==> config.mk <==
export PLATFORM = sky130hd
export DESIGN_NAME = btpf_lane
export DESIGN_NICKNAME = d
export VERILOG_FILES = /design/src/hw/rtl/biphasic_temporal_pixel_filter_assert.svh /design/src/hw/rtl/btpf_pkg.sv /design/src/hw/rtl/btpf_lane.sv
export SDC_FILE = /design/constraint.sdc
export NUM_CORES = 1
export LEC_CHECK = 0
export BUFFER_PORTS_ARGS = -buffer_cell sky130_fd_sc_hd__clkbuf_2
export CORE_UTILIZATION = 50
export CTS_CLUSTER_SIZE = 14
export DETAILED_ROUTE_END_ITERATION = 10
export PLACE_DENSITY = 0.72
export SETUP_SLACK_MARGIN = 0.02
export SYNTH_ARGS = -nofsm -noshare
export SYNTH_HDL_FRONTEND = slang
export SYNTH_SLANG_ARGS = --single-unit
==> constraint.sdc <==
create_clock -name clk_i -period 14.8 [get_ports clk_i]
set_input_delay 0.74 -clock clk_i [delete_from_list [all_inputs] [get_ports clk_i]]
set_output_delay 0.74 -clock clk_i [all_outputs]
set_load 0.01 [all_outputs]
==> src/hw/rtl/biphasic_temporal_pixel_filter_assert.svh <==
// Assertion macros for the biphasic temporal pixel filter.
// All checks run on clk_i and are off while rst_ni is low.
`ifndef BIPHASIC_TEMPORAL_PIXEL_FILTER_ASSERT_SVH
`define BIPHASIC_TEMPORAL_PIXEL_FILTER_ASSERT_SVH

// Same-cycle implication.
`define BTPF_ASSERT_NOW(label, ante, cons, msg) \
  label: assert property (@(posedge clk_i) disable iff (!rst_ni) (ante) |-> (cons)) \
    else $error(msg);

// Next-cycle implication.
`define BTPF_ASSERT_NEXT(label, ante, cons, msg) \
  label: assert property (@(posedge clk_i) disable iff (!rst_ni) (ante) |=> (cons)) \
    else $error(msg);

`endif

==> src/hw/rtl/btpf_pkg.sv <==
`timescale 1ns / 1ps

package btpf_pkg;

  localparam int PIX_W          = 8;
  localparam int ALPHA_W        = 16;
  localparam int GAIN_W         = 16;
  localparam int GAIN_SHIFT     = 15;
  localparam int GAIN_ONE       = 32768;
  localparam int ALPHA_RST      = 26214;
  localparam int FRAME_SIZE_RST = 524288;
  localparam int NUM_LANES      = 3;
  localparam int OFIFO_DEPTH    = 8;

  // signed width for 3*a - 2*one
  localparam int GSUM_W = ALPHA_W + 3;

  typedef logic [GAIN_W-1:0] gain_t;
  // index 0: a, 1: 2a-1, 2: 3a-2
  typedef logic [NUM_LANES-1:0][GAIN_W-1:0] gains_t;

  function automatic gain_t clamp_gain(logic signed [GSUM_W-1:0] v);
    gain_t g;
    logic signed [GSUM_W-1:0] one_s;
    one_s = GSUM_W'(GAIN_ONE);
    priority if (v < 0) begin
      g = '0;
    end else if (v > one_s) begin
      g = GAIN_W'(GAIN_ONE);
    end else begin
      g = v[GAIN_W-1:0];
    end
    return g;
  endfunction

  function automatic gains_t calc_gains(logic [ALPHA_W-1:0] a);
    gains_t g;
    logic signed [GSUM_W-1:0] a_s;
    logic signed [GSUM_W-1:0] one_s;
    a_s   = $signed({3'b000, a});
    one_s = GSUM_W'(GAIN_ONE);
    g[0]  = clamp_gain(a_s);
    g[1]  = clamp_gain((a_s <<< 1) - one_s);
    g[2]  = clamp_gain(a_s + (a_s <<< 1) - (one_s <<< 1));
    return g;
  endfunction

endpackage

==> src/hw/rtl/btpf_lane.sv <==
`timescale 1ns / 1ps

// One exponential smoother: y' = x + (g * (y - x)) >>> 15.
// Stage B: difference, stage C: product, stage D: updated value.
module btpf_lane #(
  parameter int FRAC_W = 8
) (
  input  logic                                clk_i,
  input  logic                                seed_i,
  input  logic [btpf_pkg::PIX_W-1:0]          pix_i,
  input  logic [btpf_pkg::PIX_W+FRAC_W-1:0]   old_i,
  input  btpf_pkg::gain_t                     gain_i,
  output logic [btpf_pkg::PIX_W+FRAC_W-1:0]   ynew_o,
  output logic [btpf_pkg::PIX_W+FRAC_W-1:0]   y_o
);

  import btpf_pkg::*;

  localparam int Y_W = PIX_W + FRAC_W;
  localparam int D_W = Y_W + 1;
  localparam int P_W = D_W + GAIN_W + 1;

  logic [Y_W-1:0]          x_a;
  logic signed [D_W-1:0]   diff_d;
  logic signed [D_W-1:0]   diff_q;
  logic [Y_W-1:0]          xb_q;
  logic signed [P_W-1:0]   prod_q;
  logic [Y_W-1:0]          xc_q;
  logic signed [P_W-1:0]   ysum;
  logic [Y_W-1:0]          y_q;

  assign x_a = {pix_i, {FRAC_W{1'b0}}};

  // seeding: old value is the pixel itself, so the difference is zero
  always_comb begin
    if (seed_i) begin
      diff_d = '0;
    end else begin
      diff_d = $signed({1'b0, old_i}) - $signed({1'b0, x_a});
    end
  end

  always_ff @(posedge clk_i) begin
    diff_q <= diff_d;
    xb_q   <= x_a;
    prod_q <= diff_q * $signed({1'b0, gain_i});
    xc_q   <= xb_q;
    y_q    <= ynew_o;
  end

  // arithmetic shift floors, same as truncating the all-positive form
  assign ysum   = $signed({{(P_W-Y_W){1'b0}}, xc_q}) + (prod_q >>> GAIN_SHIFT);
  assign ynew_o = ysum[Y_W-1:0];
  assign y_o    = y_q;

endmodule

; Word-level counts from Yosys, hierarchy flattened
; Index checks and enable logic that the tools add are counted.
[word_totals]
register_bits = 80
in_bits = 42
output_inout_bits = 32
word_cells = 8
[classes]
n_addsub = 2
mul = 1
[op_table]
columns = operator, n
row1 = multiplier 17 x 17 -> 31 bit, 1
row2 = subtractor 16 x 16 -> 17 bit, 1
row3 = adder 16 bit, 1

; Longest topological paths before layout
[depth]
depth_word = 1
depth_mapped = 23
mapped_depth_nobuf = 21

; Least setup slack after synthesis
; Ideal clock, no wire load.
[synth_path]
kind = input -> register
from = input port gain_i[10]
to = register prod_q[29]
setup_time_ns = 0.072
t_arrival_ns = 6.103
required_ns = 14.728
slack_ns = 8.625
cell_stages = 23
n_path_buf = 3
cell_sequence = clkbuf_1 > clkbuf_1 > nand2_1 > fa_1 > inv_1 > fa_1 > inv_1 > fa_1 > inv_1 > fa_1 > fa_1 > inv_1 > fa_1 > inv_1 > ha_1 > buf_6 > a211oi_2 > o211ai_1 > a221oi_2 > o21ai_1 > a2111o_1 > a21oi_2 > xnor2_1
[synth_via]
elab_chain_len = 1
[synth_lines]
columns = element, line_no
row1 = start: declaration, btpf_lane.sv:12  ; input btpf_pkg::gain_t gain_i,
row2 = multiplier 17 x 17 -> 31 bit, btpf_lane.sv:46  ; prod_q <= diff_q * $signed({1'b0, gain_i});
row3 = end signal: assignment, btpf_lane.sv:46
row4 = end: declaration, btpf_lane.sv:27  ; logic signed [P_W-1:0] prod_q;
; No other way between the ends.
; A chain may end at the register's enable or synchronous reset.

; Final worst setup path
[layout_path]
from = input port gain_i[2]
to = register prod_q[27]
; Same word-level chain as after synthesis.

==> impl_metrics.yaml <==
synth:
  synth-xor-area-share_pct: 3.324
  synth_edf_count: 0
  netlist_area_sq_um: 11590
  yosysWarnings: 0
  synth_area_leader_cell: "fa_1"
  synth_flop_cell: "dfxtp_1"
  ys_top_cells_by_area: "fa_1, dfxtp_1, inv_1"
  synth_nets: 1633
  synth_compound_area_share_pct: 4.381
  syn_area_per_cell_sq_um: 9.358
  synth-simple-area-share_pct: 13.89
  synthArstFlopShare_pct: 0
  synth_adder_area_share_pct: 54.75
  synth_seq_area_share_pct: 11.22
  synth.area.mux_share_pct: 0
  synth_top_family_by_area: "adder cells"
  synth_cell_types: 38
  synth_top_area_share_pct: 44.72
  postSynthCellCount: 1239
  synth_seq_cells: 65
clock_tree:
  cts_htree_levels: 3
  numCtsBuffers: 9
  tritoncts: "yes"
  clkTransAtPathRegs_ns: 0.06
  cts_resized: 0
  post_cts_buffers: 0
  cts-root-buf: "clkbuf_16"
  cts_hold_buf: 0
  cts.path.max_buffers: 2
  clock-sinks: 65
  clk-insertion-delay-late_ns: 0.34
routing:
  drcViolationCount: 0
  wire_per_inst_microns: 15.08
  dr.first_iter.drc_count: 389
  via_per_inst: 5.054
  drt-pass1-iter-count: 5
  routed_wl_mm: 23.64
  vias: 7924
  ant_nets: 0
critical_path:
  r2r-end: "prod_q[29]"
  reg2reg_setup_slack_ns: 8.49
  arrival_ns: 6.57
  end_kind: "flip-flop"
  required_ns: 15.03
  worstSetupStartpointType: "input port"
  regToRegStartpoint: "diff_q[8]"
  crit_fanout: 17
  worstSetupPathType: "input port to flip-flop"
  r2r_cells: 18
final_layout:
  final_nets: 1672
  drive_gt1_share_pct: 7.482
  n_antenna_cell: 0
  final_core_util_pct: 54.69
  syn2layout_area_growth_pct: 7.111
global_route:
  grt_pass1_vias: 8850
  antenna_found_initial: 0
  grtUsageTotal_pct: 22.26
  grt_max_degree: 18
  overflow: 0
  grt_first_pass_wirelength_mm: 41.17
die:
  fp.dieW_microns: 154.3
  fp.coreArea_sq_um: 22710
  start_util_pct: 51.06
  num_io_pins: 74
  die-area_sq_um: 23800
  die_h_microns: 154.3
  std_cell_rows: 55
placement:
  dp_hpwl_mm: 19.57
  gp_congestion: 0.8764
  portBuffers: 73
sta:
  period_share_pct: 42.83
  hold_viol: 0
  rsz0062_at_grt: "false"
  worstMarginPinSlew_ns: 0.8185
  setup_viol_count_final: 0
  min_period_ns: 6.339
  final.setup_skew_ns: 0.007777
  finalSetupTns_ns: 0
  relSlewSlack_pct: 45.36
  maxSlewViolCount: 0
  max_freq_ghz: 0.1578
power_and_ir_drop:
  power.leakage_nw: 6.581
  power.density_nw_per_um2: 243.4
  ir_drop_v: 0.0002668
status:
  status: "finished, final reports clean"
hold_path:
  min_from: "xb_q[10]"
  worst_hold_path.endpoint: "xc_q[10]"
  hp-class: "flip-flop to flip-flop"
  hold_depth: 0
job:
  max_cap_violations: 0
-- cells in the mapped netlist, types with 2 or more instances --
master and count:
nand2b_1 2, and2_1 121, a21o_1 9, and3_1 3, ha_1 93, clkbuf_1 36, nor2_1 16, o21a_1 4
o211ai_1 3, buf_4 8, inv_1 329, o21ai_0 16, o21bai_1 3, nor3_1 7, nand3_1 3, a21oi_1 21
fa_1 259, xor2_1 12, xnor2_1 32, a211oi_1 4, nand4_1 3, nand2_1 161, a211oi_2 2, a31oi_1 2
nor2b_1 12, a21boi_0 2, dfxtp_1 65
-- cell usage in the layout (no fill, tap or decap), drive strengths merged, types with 17 or more instances in the layout --
cell / count
xnor2: 32
dfxtp: 65
a21oi: 22
o21ai: 17
ha: 93
fa: 259
nand2: 161
inv: 333
and2: 121
clkbuf: 82
-- routing by layer --
layer,vias up,routed length (microns),GRT usage (%)
met3,56,1036,2.746
li1,3645,-,-
met4,0,1022,9.901
met1,4037,9244,26.39
met5,-,0,0
met2,186,12340,40.52
-- flip-flops by register name, indices dropped and copies added (netlist names) --
| register | count |
|---|---|
| diff_q | 17 |
| prod_q | 16 |
| xb_q | 8 |
| xc_q | 8 |
| y_o | 16 |
-- per-stage QoR --
step | setup WS, ns | instance area [sq um] | hold slack [ns] | cells | power [mW]
6_report | 8.461 | 12420 | 0.3224 | 1568 | 3.023
3_3_place_gp | 8.216 | 12110 | 0.3123 | 1552 | 2.730
2_1_floorplan | 8.625 | 11590 | 0.3096 | 1239 | 2.273
5_1_grt | 8.129 | 12420 | 0.3250 | 1568 | 3.412
3_5_place_dp | 8.172 | 12110 | 0.3121 | 1552 | 2.795
4_1_cts | 8.519 | 12420 | 0.3253 | 1568 | 3.050
-- cell type report --
type / count / area, sq um
clock buffers: 9 / 225.2
clock inverters: 7 / 83.83
fillers: 2069 / 10290
inverters: 329 / 1235
multi-input cells: 800 / 8852
flip-flops and latches: 65 / 1301
well taps: 285 / 356.6
repair buffers: 73 / 365.4
-- kinds of logic after synthesis --
family                     count (synthesis)
buffers and inverters                    374
adders and majority gates                352
and+or+nand+nor                          330
AOI/OAI and AO/OA                         74
DFF                                       65
xor gates and xnor gates                  44
-- worst max-delay path by stage --
stage | slack [ns] | from | end
2_1_floorplan | 8.62 | gain_i[10] | prod_q[29]
3_3_place_gp | 8.22 | gain_i[2] | prod_q[27]
3_5_place_dp | 8.17 | gain_i[2] | prod_q[27]
4_1_cts | 8.52 | diff_q[7] | prod_q[29]
5_1_grt | 8.13 | gain_i[2] | prod_q[27]
6_report | 8.46 | gain_i[2] | prod_q[27]
-- power breakdown --
group	internal (mW)	switching, mW	total, mW
clock network	0.134	0.0919	0.226
registers	0.267	0.0401	0.307
logic	1.07	1.42	2.49
total	1.47	1.55	3.02
-- critical path, stage by stage --
cell      delay, ns
clkbuf_2       0.29
and2_1         0.29
fa_1           0.53
inv_1          0.05
fa_1           0.56
fa_1           0.45
fa_1           0.54
inv_1          0.05
fa_1           0.48
inv_1          0.05
fa_1           0.48
inv_1          0.04
ha_1           0.32
a211oi_1       0.32
nor3_1         0.12
a211oi_1       0.41
o211ai_1       0.22
a31oi_1        0.32
o21ai_0        0.17
xnor2_1        0.14
No activity file was read; power rests on OpenSTA's default activity.
