$ cat config.mk
export PLATFORM = sky130hd
export DESIGN_NAME = btpf_ofifo
export DESIGN_NICKNAME = d
export VERILOG_FILES = /design/src/hw/rtl/biphasic_temporal_pixel_filter_assert.svh /design/src/hw/rtl/btpf_ofifo.sv
export SDC_FILE = /design/constraint.sdc
export NUM_CORES = 1
export LEC_CHECK = 0
export ABC_AREA = 1
export BUFFER_PORTS_ARGS = -buffer_cell sky130_fd_sc_hd__buf_4
export CAP_MARGIN = 20
export CORE_MARGIN = 5
export CORE_UTILIZATION = 30
export CTS_CLUSTER_SIZE = 25
export DETAILED_ROUTE_END_ITERATION = 8
export GPL_TIMING_DRIVEN = 0
export PLACE_DENSITY = 0.42
export SLEW_MARGIN = 20
export SYNTH_ARGS = -nofsm -noshare
export SYNTH_HDL_FRONTEND = slang
export SYNTH_SLANG_ARGS = --single-unit
$ cat constraint.sdc
create_clock -name clk_i -period 9.2 [get_ports clk_i]
set_clock_uncertainty 0.15 [all_clocks]
set_input_delay 0 -clock clk_i [delete_from_list [all_inputs] [get_ports clk_i]]
set_output_delay 0 -clock clk_i [all_outputs]
set_load 0.01 [all_outputs]
$ cat src/hw/rtl/biphasic_temporal_pixel_filter_assert.svh
// Assertion macros for the biphasic temporal pixel filter.
// All checks run on clk_i and are off while rst_ni is low.
`ifndef BIPHASIC_TEMPORAL_PIXEL_FILTER_ASSERT_SVH
`define BIPHASIC_TEMPORAL_PIXEL_FILTER_ASSERT_SVH

// Same-cycle implication.
`define BTPF_ASSERT_NOW(label, ante, cons, msg) \
  label: assert property (@(posedge clk_i) disable iff (!rst_ni) (ante) |-> (cons)) \
    else $error(msg);

// Next-cycle implication.
`define BTPF_ASSERT_NEXT(label, ante, cons, msg) \
  label: assert property (@(posedge clk_i) disable iff (!rst_ni) (ante) |=> (cons)) \
    else $error(msg);

`endif

$ cat src/hw/rtl/btpf_ofifo.sv
`timescale 1ns / 1ps

// Output queue; the upstream pipeline is throttled by credit, so a push
// never meets a full queue.
module btpf_ofifo #(
  parameter int WIDTH = 64,
  parameter int DEPTH = 8
) (
  input  logic                       clk_i,
  input  logic                       rst_ni,
  input  logic                       push_i,
  input  logic [WIDTH-1:0]           push_data_i,
  output logic                       valid_o,
  input  logic                       ready_i,
  output logic [WIDTH-1:0]           data_o,
  output logic [$clog2(DEPTH):0]     count_o
);

  localparam int PTR_W = $clog2(DEPTH);
  localparam int CNT_W = PTR_W + 1;

  logic [WIDTH-1:0] mem_q [DEPTH];
  logic [PTR_W-1:0] wr_ptr_q, wr_ptr_d;
  logic [PTR_W-1:0] rd_ptr_q, rd_ptr_d;
  logic [CNT_W-1:0] count_q, count_d;
  logic             pop;

  assign valid_o = (count_q != '0);
  assign pop     = valid_o && ready_i;
  assign data_o  = mem_q[rd_ptr_q];
  assign count_o = count_q;

  always_comb begin
    wr_ptr_d = push_i ? wr_ptr_q + 1'b1 : wr_ptr_q;
    rd_ptr_d = pop ? rd_ptr_q + 1'b1 : rd_ptr_q;
    count_d  = count_q + CNT_W'(push_i) - CNT_W'(pop);
  end

  always_ff @(posedge clk_i) begin
    if (push_i) begin
      mem_q[wr_ptr_q] <= push_data_i;
    end
  end

  always_ff @(posedge clk_i or negedge rst_ni) begin
    if (!rst_ni) begin
      wr_ptr_q <= '0;
      rd_ptr_q <= '0;
      count_q  <= '0;
    end else begin
      wr_ptr_q <= wr_ptr_d;
      rd_ptr_q <= rd_ptr_d;
      count_q  <= count_d;
    end
  end

endmodule

Word level (Yosys, flattened, before mapping)
Memories as Yosys holds them, arrays and structs flattened.
Cells that the tools add are included.
W data, S select, Z words.
{"block": "op_classes", "mul": 0, "mux": 2, "n_reduce_logical": 2, "n_eq_ne": 0, "n_bitwise": 0, "div": 0, "n_addsub": 4, "shifts": 0, "magnitude_cmp": 0}
{"operator": "$add A3 B1 Y3 const B", "count": 2}
{"operator": "$add A4 B1 Y4", "count": 1}
{"operator": "$reduce_bool A4 Y1", "count": 1}
{"operator": "$sub A4 B1 Y4", "count": 1}
{"operator": "$mux W1", "count": 2}
{"operator": "$logic_and A1 B1 Y1", "count": 1}
{"block": "word_totals", "register_bits": 10, "ram_bits": 512, "mem_bits_ro": 0, "memories": 1, "inputBits": 68, "out_inout_bits": 69, "elab_cells": 12, "latch_bits": 0}
{"name": "mem_q", "depth": 8, "width": 64, "read_ports": 1, "rd_clocked_by_memory_dff": 0, "wr": 1, "line": "btpf_ofifo.sv:22", "text": "logic [WIDTH-1:0] mem_q [DEPTH];"}

Longest topological paths before layout
Gate-level depths: netlist of run 1.
{"block": "logic_depth", "depth_word": 3, "depth_mapped": 11}

Worst setup path before layout of run 1
Ideal clock, no wire load.
{"block": "synth_path", "path_kind": "register -> register", "startpoint": "register wr_ptr_q[0]", "endpoint": "memory mem_q[0][0], enable pin", "t_arrival_ns": 3.411, "required_ns": 8.564, "path_slack_ns": 5.153, "path_stages_with_launch": 3, "setup_time_ns": 0.486, "path_cell_list": "dfrtp_1 -> or2_2 -> nor2_1"}
{"item": "start, declared", "line": "btpf_ofifo.sv:23", "text": "logic [PTR_W-1:0] wr_ptr_q, wr_ptr_d;"}
{"item": "start signal, assigned", "line": "btpf_ofifo.sv:51", "text": "wr_ptr_q <= wr_ptr_d;"}
{"item": "end, declared", "line": "btpf_ofifo.sv:22"}
Straight into the memory's write port.

Final worst setup path of run 1
{"block": "layout_path", "startpoint": "register rd_ptr_q[1]", "endpoint": "output data_o[2]"}
{"block": "layout_between", "elab_chain_cells": 1}
{"item": "start, declared", "line": "btpf_ofifo.sv:24", "text": "logic [PTR_W-1:0] rd_ptr_q, rd_ptr_d;"}
{"item": "start signal, assigned", "line": "btpf_ofifo.sv:52", "text": "rd_ptr_q <= rd_ptr_d;"}
{"item": "$mem_v2 Z8 W64"}
{"item": "end, declared", "line": "btpf_ofifo.sv:15", "text": "output logic [WIDTH-1:0] data_o,"}
Every way passes these cells.

==> results of run 1 <==
[cell usage in the layout (no fill, tap or decap), types with 10 or more instances in the layout]
cell type	instances
buf_12	17
nand2_1	807
nand2_2	38
nand3_1	258
buf_4	146
clkbuf_16	61
dlygate4sd3_1	106
buf_16	10
inv_1	527
buf_2	54
clkinv_1	18
edfxtp_1	512
clkbuf_1	30
dfrtp_1	10
buf_6	16
[through the flow]
stage | hold WS, ns | setup WS [ns] | util, %
finish | 0.0359 | 6.60 | 37.9
global route | 0.00674 | 6.41 | 37.9
CTS | 0.00114 | 6.50 | 37.9
detailed placement | -0.305 | 6.80 | 34.2
global placement | -0.307 | 1.83 | 33.3
floorplan | -0.446 | 5.15 | -
[metal layers]
| metal | vias to the layer above | track usage [%] | routed length [um] |
|---|---|---|---|
| li1 | 7749 | - | - |
| met1 | 7317 | 20.7 | 29400 |
| met2 | 262 | 26.0 | 30800 |
| met3 | 95 | 2.54 | 2580 |
| met4 | 2 | 4.11 | 1420 |
| met5 | - | 0 | 13 |
[cell type report]
type / count / area, um2 / share of cell area [%]
Antenna cell: 1 / 2.50 / 0.00867
Timing Repair Buffer: 268 / 2680 / 9.27
Clock buffer: 83 / 1610 / 5.57
Clock inverter: 27 / 149 / 0.516
Inverter: 529 / 1990 / 6.89
Tap cell: 1030 / 1290 / 4.46
Buffer: 98 / 711 / 2.46
Multi-Input combinational cell: 1129 / 4830 / 16.7
Sequential cell: 522 / 15600 / 54.1
[what timing repair did]
action                                 4_1_cts  5_1_grt
hold buffers                               105        1
endpoints found under the hold margin      546        3
setup endpoints to repair                    0        0
[registers in the layout, summed over array words and instances, names as in the netlist]
name	cells
count_o	4
mem_q	512
rd_ptr_q	3
wr_ptr_q	3
[worst max-delay path by stage]
stage | startpoint | end | cells past startpoint
2_1_floorplan | wr_ptr_q[0] | mem_q[0][0] | 2
3_3_place_gp | wr_ptr_q[0] | mem_q[4][25] | 2
3_5_place_dp | count_o[2] | count_o[2] | 11
4_1_cts | rd_ptr_q[1] | data_o[31] | 8
5_1_grt | rd_ptr_q[1] | data_o[31] | 8
6_report | rd_ptr_q[1] | data_o[2] | 8
[cell families (layout without fill, tap and decap cells)]
logic type               Yosys count  after routing  synth area share, %
adder cells (fa/ha/maj)            8              8                0.466
other                              0              1                    0
flip-flops                       522            522                 67.7
XOR/XNOR                           5              5                0.190
AND/OR/NAND/NOR                 1112           1112                 19.9
AO/OA/AOI/OAI                      4              4               0.0867
buffers and inverters            627           1005                 11.7
[cell usage after synthesis, drive strengths merged]
cell type	n	share of area [%]
a21oi	1	0.022
nand2	845	14
edfxtp	512	67
or2	1	0.027
ha	7	0.38
fa	1	0.087
nor2	8	0.13
buf	90	2.9
nand3	258	5.6
o21ai	3	0.065
dfrtp	10	1.1
xor2	3	0.11
clkbuf	8	0.13
inv	529	8.6
xnor2	2	0.076
[worst max-delay path: cells and delay by family, from the launching register on]
family                 cells  cell delay (ns)
and+or+nand+nor            4             0.42
buffers and inverters      4             0.96
DFF                        1             0.46
[power groups by stage]
stage / logic, uW / registers, uW / clock network (uW)
final: 3470 / 2940 / 2170
after global routing: 3870 / 2960 / 2350
after CTS: 3590 / 2950 / 2250
after detailed placement: 3540 / 2990 / 0
after global placement: 3420 / 3050 / 0
after floorplan: 1950 / 3010 / 0
==> results.cfg, run 1 <==
[placement]
place_congestion = 0.716
placed_cell_area_mm2 = 0.0261
post-dp-hpwl_mm = 41.3
placed_cells = 3470
port_buffers = 136

[synthesis]
yosysSeqAreaShare_pct = 67.7
syn_nets = 2354
netlist_area_mm2 = 0.0231
synth_cells = 2278
syn_area_per_cell_um2 = 10.1
synth_cell_types = 22
ys_seq_elements = 522
yosys_warnings = 0

[global_route]
antenna_found_initial = 2
grt_pass1_wl_mm = 96.2
grt_max_degree = 22
grt_usage_pct = 15.4
gr-total-overflow = 0
grt_pass1_vias = 15600

[cts]
clkLatencyLatePin_ns = 0.62
path_clk_slew_ns = 0.06
htreeDepth = 2
root_buffer = clkbuf_16
post_cts_resized = 0
clockBufferDepth = 3
cts_setup_buffers = 0
cts_buffers = 60
cts.sinks = 522
cts_tree = done

[timing]
worst_pin_slew_ns = 0.720
fin_crit_sh_pct = 28.3
fin_crit_ns = 2.60
final-setup-viol-count = 0
slew_headroom_pct = 52.0
rsz0062_at_grt = no
fmaxAchievable_mhz = 384
hold_viol_final = 0
drv_slew = 0
finalSetupTns_ns = 0

[routing]
wl_mm = 64.2
drt_iter0_markers = 869
first_pass_iters = 6
vias = 15400
drc_errors = 0
wl_per_cell_um = 17.4
postRouteAntennaNets = 0
avgViaCountPerCell = 4.18

[worst_setup_path]
slowest_delay_ns = 0.46
cpMostUsedCell = nand2_1
crit_arrival_ns = 2.45
start_kind = flop
crit_chain = inv_1, buf_2, buf_2, nand3_1, nand2_1, nand2_1, nand2_1, buf_4
setup.worst_path.end_class = output port
cp_slowest_cell = dfrtp_1
rr_startpoint = count_o[2]
path_class = reg -> out
worstPathRequired_ns = 9.05
r2r_slack_ns = 6.83
path_max_fanout = 10
worstRegToRegCells = 11
rr_endpoint = count_o[2]

[hold_path]
min_from = push_data_i[6]
holdPathStages = 2
holdPathEnd = mem_q[3][6]
hold_class = in -> reg

[power_and_ir_drop]
p_sw_share_pct = 37.7
leakagePower_uw = 0.0131
seqPwrFrac_pct = 34.3
irDropWorstVdd_v = 0.000132
p_clk_share_pct = 25.3
finalPower_uw = 8580
power_density_mw_per_mm2 = 297
power.internal_uw = 5350
combPwrFrac_pct = 40.4
p_sw_uw = 3240

[job]
drv_cap = 0

[final_layout]
drive_gt1_share_pct = 14.0
fin_area_mm2 = 0.0289
instances_no_fill = 3687
fillerInstances = 7505
syn_to_final_growth_pct = 25.1
layout.nets = 2684

[die]
start_util_pct = 30.3
coreArea_mm2 = 0.0762
fp-row-count = 101
die_x_um = 287
ios = 137
die_y_um = 287
die_area_mm2 = 0.0826

[outcome]
outcome = completed
Note: power is estimated with default switching activity, not from simulation.
==> run 2: changes to the inputs <==
--- a/config.mk
+++ b/config.mk
@@ -5,7 +5,7 @@
 export SDC_FILE = /design/constraint.sdc
 export NUM_CORES = 1
 export LEC_CHECK = 0
-export ABC_AREA = 1
+export ABC_AREA = 0
 export BUFFER_PORTS_ARGS = -buffer_cell sky130_fd_sc_hd__buf_4
 export CAP_MARGIN = 20
 export CORE_MARGIN = 5
==> constraint.sdc (replaced) <==
create_clock -name clk_i -period 2.43 [get_ports clk_i]
set_clock_uncertainty 0.15 [all_clocks]
set_input_delay 0 -clock clk_i [delete_from_list [all_inputs] [get_ports clk_i]]
set_output_delay 0 -clock clk_i [all_outputs]
set_load 0.01 [all_outputs]
==> run 2 against run 1 <==
Compared with the run above: non-clock buffer count shrank 41; the flow now finishes with violations (negative setup slack); critical path depth shrank 2; via count shrank 40%; utilization grew 2.7 points; synthesized cell count shrank 65%; first-iteration DRC count shrank 28%; flip-flop and latch count is the same.
==> results.cfg, run 2 <==
[synthesis]
yosys_warnings = 0
synthDominantCellAreaShare_pct = 77.7
synth.area.mux_share_pct = 18.3
synth_cells = 793
synth.largest_area_cell = edfxtp_1
synth_async_sr_flop_share_pct = 1.92
yosys.area_share.xor_xnor_pct = 0.266
synth_edf_count = 512
syn_nets = 869
ys.flop_type = edfxtp_1
synth_compound_area_share_pct = 0.0633
synth_top_family_by_area = multiplexers
yosysSeqAreaShare_pct = 79.0
yosysMostFrequentCell = edfxtp_1
synth-simple-area-share_pct = 0.405
ys_seq_elements = 522
syn_area_per_cell_um2 = 24.9
ys_top_cells_by_count = edfxtp_1 (512), mux4_2 (128), mux2_2 (66)
synthTopCellsByArea = edfxtp_1 (78%), mux4_2 (15%), mux2_2 (3.8%)
synthAdderAreaFrac_pct = 0.544
netlist_area_mm2 = 0.0198
synth_cell_types = 22

[timing]
worst_pin_slew_ns = 1.03
setup_slack_ns = -0.142
rsz0062_at_grt = yes
drv_slew = 0
fin_crit_sh_pct = 106
final-setup-viol-count = 64
slew_headroom_pct = 31.1
fmaxAchievable_mhz = 389
hold_viol_final = 0
finalSetupTns_ns = -7.70
fin_crit_ns = 2.57

[final_layout]
fin_area_mm2 = 0.0266
layout.nets = 1217
regMostFlops = mem_q
post-route-util_pct = 40.6
drive_gt1_share_pct = 44.1
layout_commonest_cell = edfxtp_1
multiInputGateArea_mm2 = 0.00424
regArea_mm2 = 0.0156
syn_to_final_growth_pct = 34.6
fillerInstances = 5878
largest_reg_flops = 512
final_cell_mix = edfxtp_1 (512), mux4_2 (128), buf_4 (97)

[global_route]
grt_pass1_vias = 10200
gr-total-overflow = 0
grt_pass1_wl_mm = 68.1
antenna_found_initial = 3
grt_max_degree = 19
grt_usage_pct = 12.9

[routing]
first_pass_iters = 4
wl_per_cell_um = 22.6
drt_iter0_markers = 622
avgViaCountPerCell = 4.51
drc_errors = 0
vias = 9258
wl_mm = 46.4
postRouteAntennaNets = 0

[hold_path]
hold_class = in -> reg

[outcome]
failed_checks = negative setup slack
outcome = finished, violations left

[cts]
root_buffer = clkbuf_16
cts.sinks = 522
clkLatencyLatePin_ns = 0.59
clockBufferDepth = 3
cts_buffers = 56
path_clk_slew_ns = 0.06
cts_tree = done
htreeDepth = 2

[worst_setup_path]
slowest_delay_ns = 0.50
start_kind = flop
worstPathRequired_ns = 2.28
cp_slowest_cell = mux4_2
setup.worst_path.end_class = output port
cpMostUsedCell = buf_16
crit_chain = buf_12, buf_16, buf_16, mux4_2, mux2_4, buf_6
worst-path-buf-inv = 4
crit_arrival_ns = 2.42
path_class = reg -> out
path_max_fanout = 5
critPathTopFamily = multiplexers

[die]
ios = 137
start_util_pct = 30.1
fp-row-count = 94
die_y_um = 267
die_area_mm2 = 0.0712
coreArea_mm2 = 0.0656
die_x_um = 267

[placement]
post-dp-hpwl_mm = 28.9
place_congestion = 0.662
placed_cell_area_mm2 = 0.0228
port_buffers = 136

[power_and_ir_drop]
finalPower_uw = 32700
leakagePower_uw = 0.00906
power_density_mw_per_mm2 = 1230
irDropWorstVdd_v = 0.000563

[job]
drv_cap = 0
-- run 2: cell count changes in the layout (fill, tap and decap cells not counted), sizes merged, moves of 3 or more --
cell,before,now
nand2,845,4
inv,531,9
nand3,258,1
mux4,0,128
mux2,0,66
buf,252,220
dlygate4sd3,106,91
clkbuf,91,88
nand2b,0,3
o21ai,3,0
-- run 2: report_power, final --
group	total, uW	internal [uW]	leakage, uW	switching (uW)
logic	13000	7400	0.00345	5620
clock network	8040	4620	0.000846	3420
registers	11600	11300	0.00477	328
total	32700	23300	0.00906	9370
-- run 2: what timing repair did --
| action | 4_1_cts | 5_1_grt |
|---|---|---|
| setup endpoints to repair | 76 | 87 |
| hold buffers | 91 | 0 |
| hold endpoints to repair | 639 | 0 |
| buffers inserted | 11 | 3 |
| gates resized for setup | 177 | 30 |
| pin swaps | 5 | 3 |
| gates cloned | 4 | 8 |
-- run 2: worst paths after layout --
| check | from | end | slack, ns | cells past startpoint |
|---|---|---|---|---|
| worst max register to register | count_o[2] | count_o[1] | 0.08 | 11 |
| max in group asynchronous | rst_ni | rd_ptr_q[0] | 1.46 | 3 |
| min in group asynchronous | rst_ni | count_o[2] | 0.29 | 3 |
| worst max-delay path | rd_ptr_q[0] | data_o[29] | -0.14 | 6 |
| worst min-delay path | push_data_i[50] | mem_q[3][50] | 0.04 | 2 |
| worst min register to register | wr_ptr_q[1] | wr_ptr_q[1] | 0.43 | 1 |
-- run 2: cell families (layout without fill, tap and decap cells) --
family,count (synthesis),after routing
compound gates,2,2
xor+xnor,6,6
fa+ha+maj,8,8
buf+inv,44,438
flops,522,522
mux,194,194
other cells,0,1
simple gates,17,17
-- run 2: routing by layer --
metal / vias up / wire length, um / track usage (%)
met3: 66 / 2010 / 2.97
met2: 151 / 22500 / 20.9
met5: - / 21 / 0
li1: 4094 / - / -
met1: 4943 / 21100 / 17.9
met4: 4 / 813 / 2.80
-- run 2: through the flow --
stage / hold slack [ns] / instances / setup WS [ns]
6_report: 0.0395 / 2052 / -0.142
5_1_grt: 0.0139 / 2051 / -0.260
4_1_cts: 0.000133 / 2041 / -0.228
3_5_place_dp: -0.307 / 1831 / -0.162
3_3_place_gp: -0.309 / 1793 / -2.68
2_1_floorplan: -0.446 / 793 / -0.506
-- run 2: final cells by class --
type / count / share of cell area [%]
well taps: 864 / 4.06
multi-input cells: 227 / 15.9
diodes: 1 / 0.00940
clock inverters: 30 / 0.935
repair buffers: 290 / 12.9
inverters: 9 / 0.127
clock buffers: 74 / 5.59
flip-flops and latches: 522 / 58.7
plain buffers: 35 / 1.74
