$ cat src/hw/rtl/biphasic_temporal_pixel_filter_assert.svh
// Assertion macros for the biphasic temporal pixel filter.
// All checks run on clk_i and are off while rst_ni is low.
`ifndef BIPHASIC_TEMPORAL_PIXEL_FILTER_ASSERT_SVH
`define BIPHASIC_TEMPORAL_PIXEL_FILTER_ASSERT_SVH

// Same-cycle implication.
`define BTPF_ASSERT_NOW(label, ante, cons, msg) \
  label: assert property (@(posedge clk_i) disable iff (!rst_ni) (ante) |-> (cons)) \
    else $error(msg);

// Next-cycle implication.
`define BTPF_ASSERT_NEXT(label, ante, cons, msg) \
  label: assert property (@(posedge clk_i) disable iff (!rst_ni) (ante) |=> (cons)) \
    else $error(msg);

`endif

$ cat src/hw/rtl/btpf_pkg.sv
`timescale 1ns / 1ps

package btpf_pkg;

  localparam int PIX_W          = 8;
  localparam int ALPHA_W        = 16;
  localparam int GAIN_W         = 16;
  localparam int GAIN_SHIFT     = 15;
  localparam int GAIN_ONE       = 32768;
  localparam int ALPHA_RST      = 26214;
  localparam int FRAME_SIZE_RST = 524288;
  localparam int NUM_LANES      = 3;
  localparam int OFIFO_DEPTH    = 8;

  // signed width for 3*a - 2*one
  localparam int GSUM_W = ALPHA_W + 3;

  typedef logic [GAIN_W-1:0] gain_t;
  // index 0: a, 1: 2a-1, 2: 3a-2
  typedef logic [NUM_LANES-1:0][GAIN_W-1:0] gains_t;

  function automatic gain_t clamp_gain(logic signed [GSUM_W-1:0] v);
    gain_t g;
    logic signed [GSUM_W-1:0] one_s;
    one_s = GSUM_W'(GAIN_ONE);
    priority if (v < 0) begin
      g = '0;
    end else if (v > one_s) begin
      g = GAIN_W'(GAIN_ONE);
    end else begin
      g = v[GAIN_W-1:0];
    end
    return g;
  endfunction

  function automatic gains_t calc_gains(logic [ALPHA_W-1:0] a);
    gains_t g;
    logic signed [GSUM_W-1:0] a_s;
    logic signed [GSUM_W-1:0] one_s;
    a_s   = $signed({3'b000, a});
    one_s = GSUM_W'(GAIN_ONE);
    g[0]  = clamp_gain(a_s);
    g[1]  = clamp_gain((a_s <<< 1) - one_s);
    g[2]  = clamp_gain(a_s + (a_s <<< 1) - (one_s <<< 1));
    return g;
  endfunction

endpackage

$ cat src/hw/rtl/btpf_resp.sv
`timescale 1ns / 1ps

// Biphasic combination and its square. Stage E: response, stage F: square.
module btpf_resp #(
  parameter int FRAC_W = 8
) (
  input  logic                                          clk_i,
  input  logic [btpf_pkg::PIX_W+FRAC_W-1:0]             y1_i,
  input  logic [btpf_pkg::PIX_W+FRAC_W-1:0]             y2_i,
  input  logic [btpf_pkg::PIX_W+FRAC_W-1:0]             y3_i,
  output logic signed [btpf_pkg::PIX_W+FRAC_W+1:0]      bip_o,
  output logic [2*btpf_pkg::PIX_W+2+FRAC_W-1:0]         energy_o
);

  import btpf_pkg::*;

  localparam int B_W = PIX_W + FRAC_W + 2;
  localparam int E_W = 2 * PIX_W + 2 + FRAC_W;

  logic signed [B_W-1:0]   bip_d;
  logic signed [B_W-1:0]   bip_e_q;
  logic signed [B_W-1:0]   bip_f_q;
  logic signed [2*B_W-1:0] sq_q;

  assign bip_d = $signed({1'b0, y2_i, 1'b0}) - $signed({2'b00, y1_i})
               - $signed({2'b00, y3_i});

  always_ff @(posedge clk_i) begin
    bip_e_q <= bip_d;
    bip_f_q <= bip_e_q;
    sq_q    <= bip_e_q * bip_e_q;
  end

  assign bip_o    = bip_f_q;
  assign energy_o = sq_q[FRAC_W +: E_W];

endmodule

$ cat config.mk
export PLATFORM = sky130hd
export DESIGN_NAME = btpf_resp
export DESIGN_NICKNAME = d
export VERILOG_FILES = /design/src/hw/rtl/biphasic_temporal_pixel_filter_assert.svh /design/src/hw/rtl/btpf_pkg.sv /design/src/hw/rtl/btpf_resp.sv
export SDC_FILE = /design/constraint.sdc
export NUM_CORES = 1
export LEC_CHECK = 0
export ABC_CLOCK_PERIOD_IN_PS = 5500
export BUFFER_PORTS_ARGS = -buffer_cell sky130_fd_sc_hd__buf_2
export CAP_MARGIN = 15
export CORE_ASPECT_RATIO = 1.4
export CORE_MARGIN = 8
export CORE_UTILIZATION = 58
export CTS_BUF_LIST = sky130_fd_sc_hd__clkbuf_16
export DETAILED_ROUTE_END_ITERATION = 12
export HOLD_SLACK_MARGIN = 0.15
export PLACE_DENSITY_LB_ADDON = 0.05
export SYNTH_ARGS = -nofsm -noshare
export SYNTH_HDL_FRONTEND = slang
export SYNTH_SLANG_ARGS = --single-unit
$ cat constraint.sdc
create_clock -name clk_i -period 5.5 [get_ports clk_i]
set_input_delay 1.1 -clock clk_i [delete_from_list [all_inputs] [get_ports clk_i]]
set_output_delay 1.1 -clock clk_i [all_outputs]
set_load 0.03 [all_outputs]
-- Word-level counts from Yosys, hierarchy flattened
Index checks and enable logic that the tools add are counted.
- output and inout port bits: 44
- logic and storage cells: 6
- input port bits: 49
- bits in registers: 70
- add/subtract/negate cells: 2
- multipliers: 1
- operator list (operator ; number):
    multiplier 18 x 18 -> 34 bit ; 1
    subtractor 17 x 16 -> 18 bit ; 1
    subtractor 18 x 17 -> 18 bit ; 1

-- Longest topological paths before layout
Gate-level depths: netlist of the first run.
- depth in word-level cells: 2
- depth in mapped cells: 24
- depth with buffers taken out: 22

-- Least setup slack after synthesis of the first run
OpenSTA, ideal clock, no wires.
- path type: reg-to-reg
- from: reg bip_e_q[17]
- to: reg sq_q[32]
- library setup time: 0.072 ns
- data arrival time: 6.029 ns
- slack: -0.601 ns
- clock period less this slack: 6.101 ns
- path buffers: 2
- required time: 5.428 ns
- stages on the path, launching flop included: 25
- cell sequence: dfxtp_1 > clkbuf_1 > inv_2 > clkbuf_1 > nor2_1 > fa_1 > inv_1 > fa_1 > inv_1 > ha_1 > inv_1 > fa_1 > inv_1 > fa_1 > inv_1 > fa_1 > inv_1 > ha_1 > and3_1 > and4_1 > and4_1 > a32oi_1 > o2111ai_1 > a21oi_1 > xnor2_1
- cells in the longest elaborated chain, start to end: 1
- ends and longest elaborated chain (element ; RTL line ; source):
    start: declaration ; btpf_resp.sv:21 ; logic signed [B_W-1:0] bip_e_q;
    start signal: assignment ; btpf_resp.sv:29 ; bip_e_q <= bip_d;
    multiplier 18 x 18 -> 34 bit ; btpf_resp.sv:31 ; sq_q <= bip_e_q * bip_e_q;
    end signal: assignment ; btpf_resp.sv:31 ;
    end: declaration ; btpf_resp.sv:23 ; logic signed [2*B_W-1:0] sq_q;
No other way between the ends.

-- Worst setup path in the final report of the first run
- from: reg bip_e_q[8]
- to: reg sq_q[31]
Same word-level chain as after synthesis.

==> results.yml, run 1 <==
finish:
  diodes: 0
  fin_nets: 2090
  drive_gt1_frac: 0.2982
  syn_to_final_growth_pct: 27.70
  final_area_um2: 16230
  final_cells: 1930
worst_setup_path:
  required_ps: 5740
  critPathLaunchType: "register"
  crit_top_cell: "fa_1"
  path_buf_inv: 7
  reg2reg_depth: 21
  cp.arrival_ps: 6080
  cpMaxStageDelayCell: "fa_1"
  critical_path.cell_chain: "buf_6, and2_4, inv_2, fa_1, fa_2, fa_1, inv_1, fa_1, fa_1, inv_1, fa_1, inv_2, ha_4, a21oi_4, o21ai_2, or3_4, buf_6, a32oi_4, o2111ai_2, buf_4, xor2_1"
  crit_type: "register to register"
  crit_path_end_kind: "register"
  path_depth: 21
  slowest_delay_ps: 540
  cp_max_fo: 7
  cp_top_family: "adder cells"
synth:
  yosysMostFrequentCell: "inv_1"
  synthesis.instances: 1339
  synth_ff_type: "dfxtp_1"
  yosysSeqAreaShare: 0.09767
  synth-xor-area-share: 0.04204
  synth_compound_gate_area_share: 0.04637
  ys_types: 51
  mappedNetlistArea_um2: 12710
  yosys.area_share.adder: 0.5821
  synth-async-reset-ratio: 0
  synth_area_leader_cell: "fa_1"
  synth_top_family_by_area: "adder cells"
  synth_nets: 1801
  ys_top_cells_by_area: "fa_1 47%, inv_1 13%, ha_1 11%"
  yosysTopAreaCellShare: 0.4679
  synth.area.mux_share: 0.001674
  ys_ff_latch: 62
  yosys_warnings: 0
  synth-edff-count: 0
  synth_simple_gate_area_frac: 0.09402
  syn_avg_cell_area_um2: 9.491
  synthTopCellsByCount: "429 x inv_1, 297 x fa_1, 116 x ha_1"
global_routing:
  overflow: 0
  grt_pass1_vias: 11239
  grt_usage: 0.2473
  grt_max_degree: 13
  antenna_found_initial: 0
  grt_pass1_wl_um: 51570
sta:
  worst_pin_slew_ps: 746.2
  max_slew_margin: 0.4960
  finalHoldViolCount: 0
  skew_ps: 13.38
  setup_ws_ps: -331.5
  fmax_mhz: 171.5
  drv_slew: 0
  setup_viol: 12
  timing.final.crit_share: 1.060
  min_period_ps: 5831
  grt_setup_unrepaired: "true"
placement:
  io_buffers: 92
  placed_cell_area_um2: 15100
  dp_hpwl_um: 25910
  place.gp.congestion: 0.8855
  dp_cells: 1883
  place_ws_ps: -531.5
drt:
  via_per_inst: 4.927
  vias: 9509
  drc_errors: 0
  dr.pass1.iters: 5
  final_antenna_net_count: 0
  drt-total-wl_um: 30770
  drt_iter0_drc: 326
  wl_per_cell_um: 15.94
floorplan:
  coreArea_um2: 21700
  rows: 64
  die-width_um: 141.1
  pin_count: 93
  die_area_um2: 26970
  die-height_um: 191.1
  initial_core_util: 0.5856
clock_network:
  cts_tree: "done"
  clk_pin_slew_ps: 60
  cts_max_level: 3
  cts_sinks: 62
  cts_max_path_buffers: 2
  worstSkewPairLatency_ps: 360
  cts_buffers: 9
  cts_root_buf: "clkbuf_16"
run_status:
  violations: "setup timing"
  status: "complete, but fails checks"
worst_hold_path:
  min_path_cells: 0
  hp-class: "register to register"
run:
  maxCapViolCount: 0
state kept, by name, summed over array words and instances (netlist names):
name     cells
bip_e_q     18
sq_q        27
bip_o       17
worst paths after layout:
kind,from,end,slack (ps)
setup / recovery,bip_e_q[8],sq_q[31],-330
hold / removal,bip_e_q[7],bip_o[7],470
setup reg to reg,bip_e_q[8],sq_q[31],-330
hold reg to reg,bip_e_q[7],bip_o[7],470
cells by family after synthesis:
group                      Yosys count
AOI/OAI and AO/OA                   86
DFF                                 62
muxes                                2
buffers and inverters              461
adders and majority gates          413
and+or+nand+nor                    254
xor gates and xnor gates            61
cells in the final DEF, fill, tap and decap left out, drive strengths merged, types with 4 or more instances in the layout:
cell and count:
xnor2 45, a21o 11, o21ai 11, and3 7, nand2b 8, nand3 5, xor2 16, nor2 45
o211ai 4, dfxtp 62, inv 431, clkbuf 10, or3 4, buf 308, o21a 6, and2 44
a21oi 26, nor2b 6, fa 297, nand4 5, o2111ai 4, ha 116, nor3 9, nand2 111
layer usage:
layer,vias to the layer above,routed length (µm),track usage
met2,153,18240,0.5050
met3,87,733,0.02924
met1,4816,10220,0.2318
met4,0,1581,0.1294
met5,-,0,0
li1,4453,-,-
final cells by class:
| class | instances | area, µm² |
|---|---|---|
| Sequential cell | 62 | 1299 |
| Timing Repair Buffer | 309 | 2267 |
| Clock inverter | 7 | 75.07 |
| Clock buffer | 9 | 225.2 |
| Tap cell | 297 | 371.6 |
| Fill cell | 1659 | 5473 |
| Inverter | 430 | 1625 |
| Multi-Input combinational cell | 816 | 10360 |
through the flow:
stage	hold WS [ps]	TNS, ps	util
after CTS	378.5	-1972	0.7351
after global placement	379.8	-4703	0.6960
after global routing	477.0	-4907	0.7478
final	474.6	-2612	0.7478
after detailed placement	378.4	-6922	0.6960
after floorplan	330.0	-410.6	-
timing repair:
item	4_1_cts	5_1_grt
pin swaps	50	57
cloned	0	1
setup endpoints to repair	21	21
resized for setup	112	65
buffers inserted	23	8
hold buffers	0	0
Power of run 1 is left out: the tool's default activity adds up to more than one toggle a clock period on the data nets, which glitch-free logic cannot reach.
==> inputs of run 2 (changes only) <==
ABC_CLOCK_PERIOD_IN_PS = 6300   (was 5500)
CORE_UTILIZATION = 60   (was 58)
clock period = 6.3 ns   (was 5.5 ns; I/O delays follow)
==> results.yml, run 2 (same netlist as run 1, synthesis figures left out) <==
sta:
  worst_pin_slew_ps: 794.0
  fmax_mhz: 165.3
  skew_ps: 17.11
  whs_ps: 376.5
  max_slew_margin: 0.4638
  timing.final.crit_share: 0.9602
  setup_viol: 0
  grt_setup_unrepaired: "false"
  min_period_ps: 6049
  drv_slew: 0
  finalHoldViolCount: 0
finish:
  drive_gt1_frac: 0.1213
  final_common_cell: "inv_1"
  final.fill_count: 1792
  diodes: 0
  largest_reg_flops: 27
  final_cells: 1727
  multi_input_area_um2: 9767
  final_cell_mix: "430 x inv_1, 297 x fa_1, 116 x ha_1"
  syn_to_final_growth_pct: 11.62
  final-seq-area_um2: 1267
  fin_nets: 1924
  largest-register: "sq_q"
  final_area_um2: 14180
clock_network:
  worstSkewPairLatency_ps: 370
  cts_sinks: 62
  post-cts-setup-buffers: 0
  cts_root_buf: "clkbuf_16"
  cts_buffers: 9
  clk_pin_slew_ps: 50
  cts_max_path_buffers: 2
  cts_tree: "done"
  cts_max_level: 3
worst_hold_path:
  min_path_cells: 0
  min_to: "bip_o[7]"
  holdCritStartpoint: "bip_e_q[7]"
  hp-class: "register to register"
worst_setup_path:
  slowest_delay_ps: 540
  critical_path.cell_chain: "and2_1, fa_1, fa_1, inv_1, fa_1, inv_1, fa_1, fa_1, inv_1, fa_1, inv_1, ha_1, nand4_1, nor4_1, or3_1, a31o_1, o31a_1, a311o_1, o2111ai_1"
  r2r_slack_ps: 250
  cp_max_fo: 15
  cpMaxStageDelayCell: "dfxtp_2"
  cp.arrival_ps: 6320
  required_ps: 6570
  cp_top_family: "adder cells"
  reg2reg_depth: 19
  crit_path_end_kind: "register"
  regToRegEndpoint: "sq_q[26]"
  r2r_start: "bip_e_q[5]"
  crit_top_cell: "fa_1"
  path_buf_inv: 4
  crit_type: "register to register"
  critPathLaunchType: "register"
global_routing:
  grt_max_degree: 21
  grt_usage: 0.2405
  antenna_found_initial: 0
  grt_pass1_vias: 10426
  overflow: 0
  grt_pass1_wl_um: 48870
drt:
  dr.pass1.iters: 5
  drc_errors: 0
  via_per_inst: 5.120
  final_antenna_net_count: 0
  drt_iter0_drc: 344
  vias: 8842
  drt-total-wl_um: 28300
  wl_per_cell_um: 16.38
floorplan:
  die-width_um: 139
  rows: 63
  coreArea_um2: 20970
  initial_core_util: 0.6061
  die_area_um2: 26160
  die-height_um: 188.2
  pin_count: 93
placement:
  io_buffers: 92
  dp_cells: 1711
  dp_hpwl_um: 24460
  place.gp.congestion: 0.8823
  placed_cell_area_um2: 13790
run_status:
  status: "finished clean"
run:
  maxCapViolCount: 0
[run 2: cell types whose count changed in the layout (fill, tap and decap cells not counted), moves of 11 or more]
cell     delta
ha_1       +17
inv_2      -22
ha_4       -14
buf_4     -145
nand2_2    -18
fa_1       +27
nand2_1    +24
inv_1      +24
buf_6      -13
fa_2       -27
a21oi_1    +11
[run 2: layout make-up]
class	count	share of cell area
timing repair buffer	143	0.06148
inverter	430	0.1138
multi-input combinational	816	0.6885
sequential	62	0.08935
clock buffer	9	0.01588
clock inverter	7	0.008027
tap	260	0.02293
[run 2: worst register-to-register path, cell delays in order (launching register included)]
cell       delay, ps
dfxtp_2          540
and2_1           280
fa_1             470
fa_1             510
inv_1             50
fa_1             520
inv_1             50
fa_1             460
fa_1             490
inv_1             50
fa_1             490
inv_1             40
ha_1             320
nand4_1          170
nor4_1            90
or3_1            380
a31o_1           250
o31a_1           310
a311o_1          380
o2111ai_1        100
[run 2: worst max path at each step]
stage | from | end | slack [ps] | cells after the start
global placement | bip_e_q[8] | sq_q[26] | 80 | 19
finish | bip_e_q[5] | sq_q[26] | 250 | 19
floorplan | bip_e_q[17] | sq_q[32] | 200 | 24
global route | bip_e_q[2] | sq_q[26] | 10 | 20
CTS | bip_e_q[15] | sq_q[26] | 20 | 20
detailed placement | bip_e_q[5] | sq_q[26] | -30 | 18
[run 2: metrics by stage]
stage               TNS, ps    util  worst slack (ps)
floorplan                 0       -             199.0
global placement          0  0.6575             84.23
detailed placement   -33.50  0.6575            -33.50
CTS                       0  0.6738             18.02
global route              0  0.6765             11.44
finish                    0  0.6765             250.8
[run 2: repair_timing]
item                       CTS  global route
resized for setup            2            21
pin swaps                    0             2
hold buffers                 0             0
setup endpoints to repair    2            11
[run 2: metal layers]
metal	global-route usage	vias to the layer above	routed length [µm]
li1	-	4118	-
met1	0.2302	4501	9369
met2	0.4861	156	16940
met3	0.03267	67	768
met4	0.1194	0	1217
met5	0	-	0
Power of run 2 is left out for the same reason.
==> inputs of run 3 (changes only) <==
CORE_ASPECT_RATIO = 0.75   (was 1.4)
==> results.yml, run 3 (same netlist as run 1, synthesis figures left out) <==
run_status:
  status: "finished clean"
sta:
  grt_setup_unrepaired: "false"
  timing.final.crit_share: 0.9606
  finalHoldViolCount: 0
  drv_slew: 0
  setup_viol: 0
  worst_pin_slew_ps: 753.5
  skew_ps: 15.42
  min_period_ps: 6052
  whs_ps: 386.5
  max_slew_margin: 0.4911
  setup_tns_ps: 0
  fmax_mhz: 165.2
worst_setup_path:
  cp-startpoint: "bip_e_q[10]"
  path_buf_inv: 5
  crit_path_end_kind: "register"
  r2r_start: "bip_e_q[10]"
  critical_path.cell_chain: "buf_4, and2_1, fa_1, fa_1, inv_1, fa_1, inv_1, fa_1, fa_1, inv_1, fa_1, inv_1, ha_1, nand4_1, nor4_1, or3_1, a31o_1, o31a_1, a311o_1, o2111ai_1"
  cp_top_family: "adder cells"
  crit_type: "register to register"
  cpMaxStageDelayCell: "fa_1"
  cp_max_fo: 6
  critPathLaunchType: "register"
  required_ps: 6570
  cp.arrival_ps: 6320
  crit_top_cell: "fa_1"
  slowest_delay_ps: 540
clock_network:
  cts_tree: "done"
  post_cts_resized: 0
  cts_root_buf: "clkbuf_16"
  clk_pin_slew_ps: 70
  cts_max_level: 3
  cts_sinks: 62
  cts_max_path_buffers: 2
  holdBufCountCts: 0
  post-cts-setup-buffers: 0
  worstSkewPairLatency_ps: 350
  cts_buffers: 9
floorplan:
  pin_count: 93
  initial_core_util: 0.6066
  die-width_um: 184.1
  die-height_um: 142.0
  die_area_um2: 26140
  coreArea_um2: 20950
  rows: 46
drt:
  drt-total-wl_um: 28010
  wl_per_cell_um: 15.91
  dr.pass1.iters: 5
  via_per_inst: 4.974
  drt_iter0_drc: 519
  drc_errors: 0
  vias: 8759
  final_antenna_net_count: 0
run:
  maxCapViolCount: 0
global_routing:
  antenna_found_initial: 0
  grt_pass1_vias: 9456
  overflow: 0
  grt_pass1_wl_um: 47400
  grt_usage: 0.2312
  grt_max_degree: 22
finish:
  drive_gt1_frac: 0.1297
  final_cell_mix: "429 x inv_1, 297 x fa_1, 116 x ha_1"
  final.fill_count: 1734
  diodes: 0
  fin_nets: 1930
  syn_to_final_growth_pct: 12.19
  final_common_cell: "inv_1"
  final_core_util: 0.6805
  final_cells: 1761
  largest-register: "sq_q"
  largest_reg_flops: 27
worst_hold_path:
  hp-class: "register to register"
  holdCritStartpoint: "bip_e_q[9]"
placement:
  dp_cells: 1745
  io_buffers: 92
  place.gp.congestion: 0.8995
  dp_hpwl_um: 24360
-- run 3: routing by layer --
layer / GRT usage / wire length [µm] / vias to the layer above
met1: 0.3401 / 13840 / 4344
met2: 0.3460 / 11790 / 248
met4: 0.03304 / 242 / 0
met5: 0 / 0 / -
met3: 0.06071 / 2140 / 21
li1: - / - / 4146
-- run 3: final cells by class --
| type | count | area (µm²) | share of cell area |
|---|---|---|---|
| inverters | 430 | 1614 | 0.1132 |
| clock buffers | 9 | 225.2 | 0.01580 |
| clock inverters | 7 | 102.6 | 0.007196 |
| well taps | 288 | 360.3 | 0.02527 |
| flip-flops and latches | 62 | 1266 | 0.08881 |
| multi-input cells | 816 | 9768 | 0.6851 |
| repair buffers | 149 | 920.9 | 0.06459 |
-- run 3: stage by stage --
step / area [µm²] / worst slack (ps)
finish: 14260 / 248.0
global route: 14260 / 2.319
CTS: 14190 / 23.61
detailed placement: 13870 / 38.31
global placement: 13870 / 129.6
floorplan: 12710 / 199.0
-- run 3: worst paths after layout --
check	endpoint	slack, ps	cells after the start
setup reg to reg	sq_q[26]	250	20
hold reg to reg	bip_o[9]	390	0
setup / recovery	sq_q[26]	250	20
hold / removal	bip_o[9]	390	0
Power of run 3 is left out for the same reason.
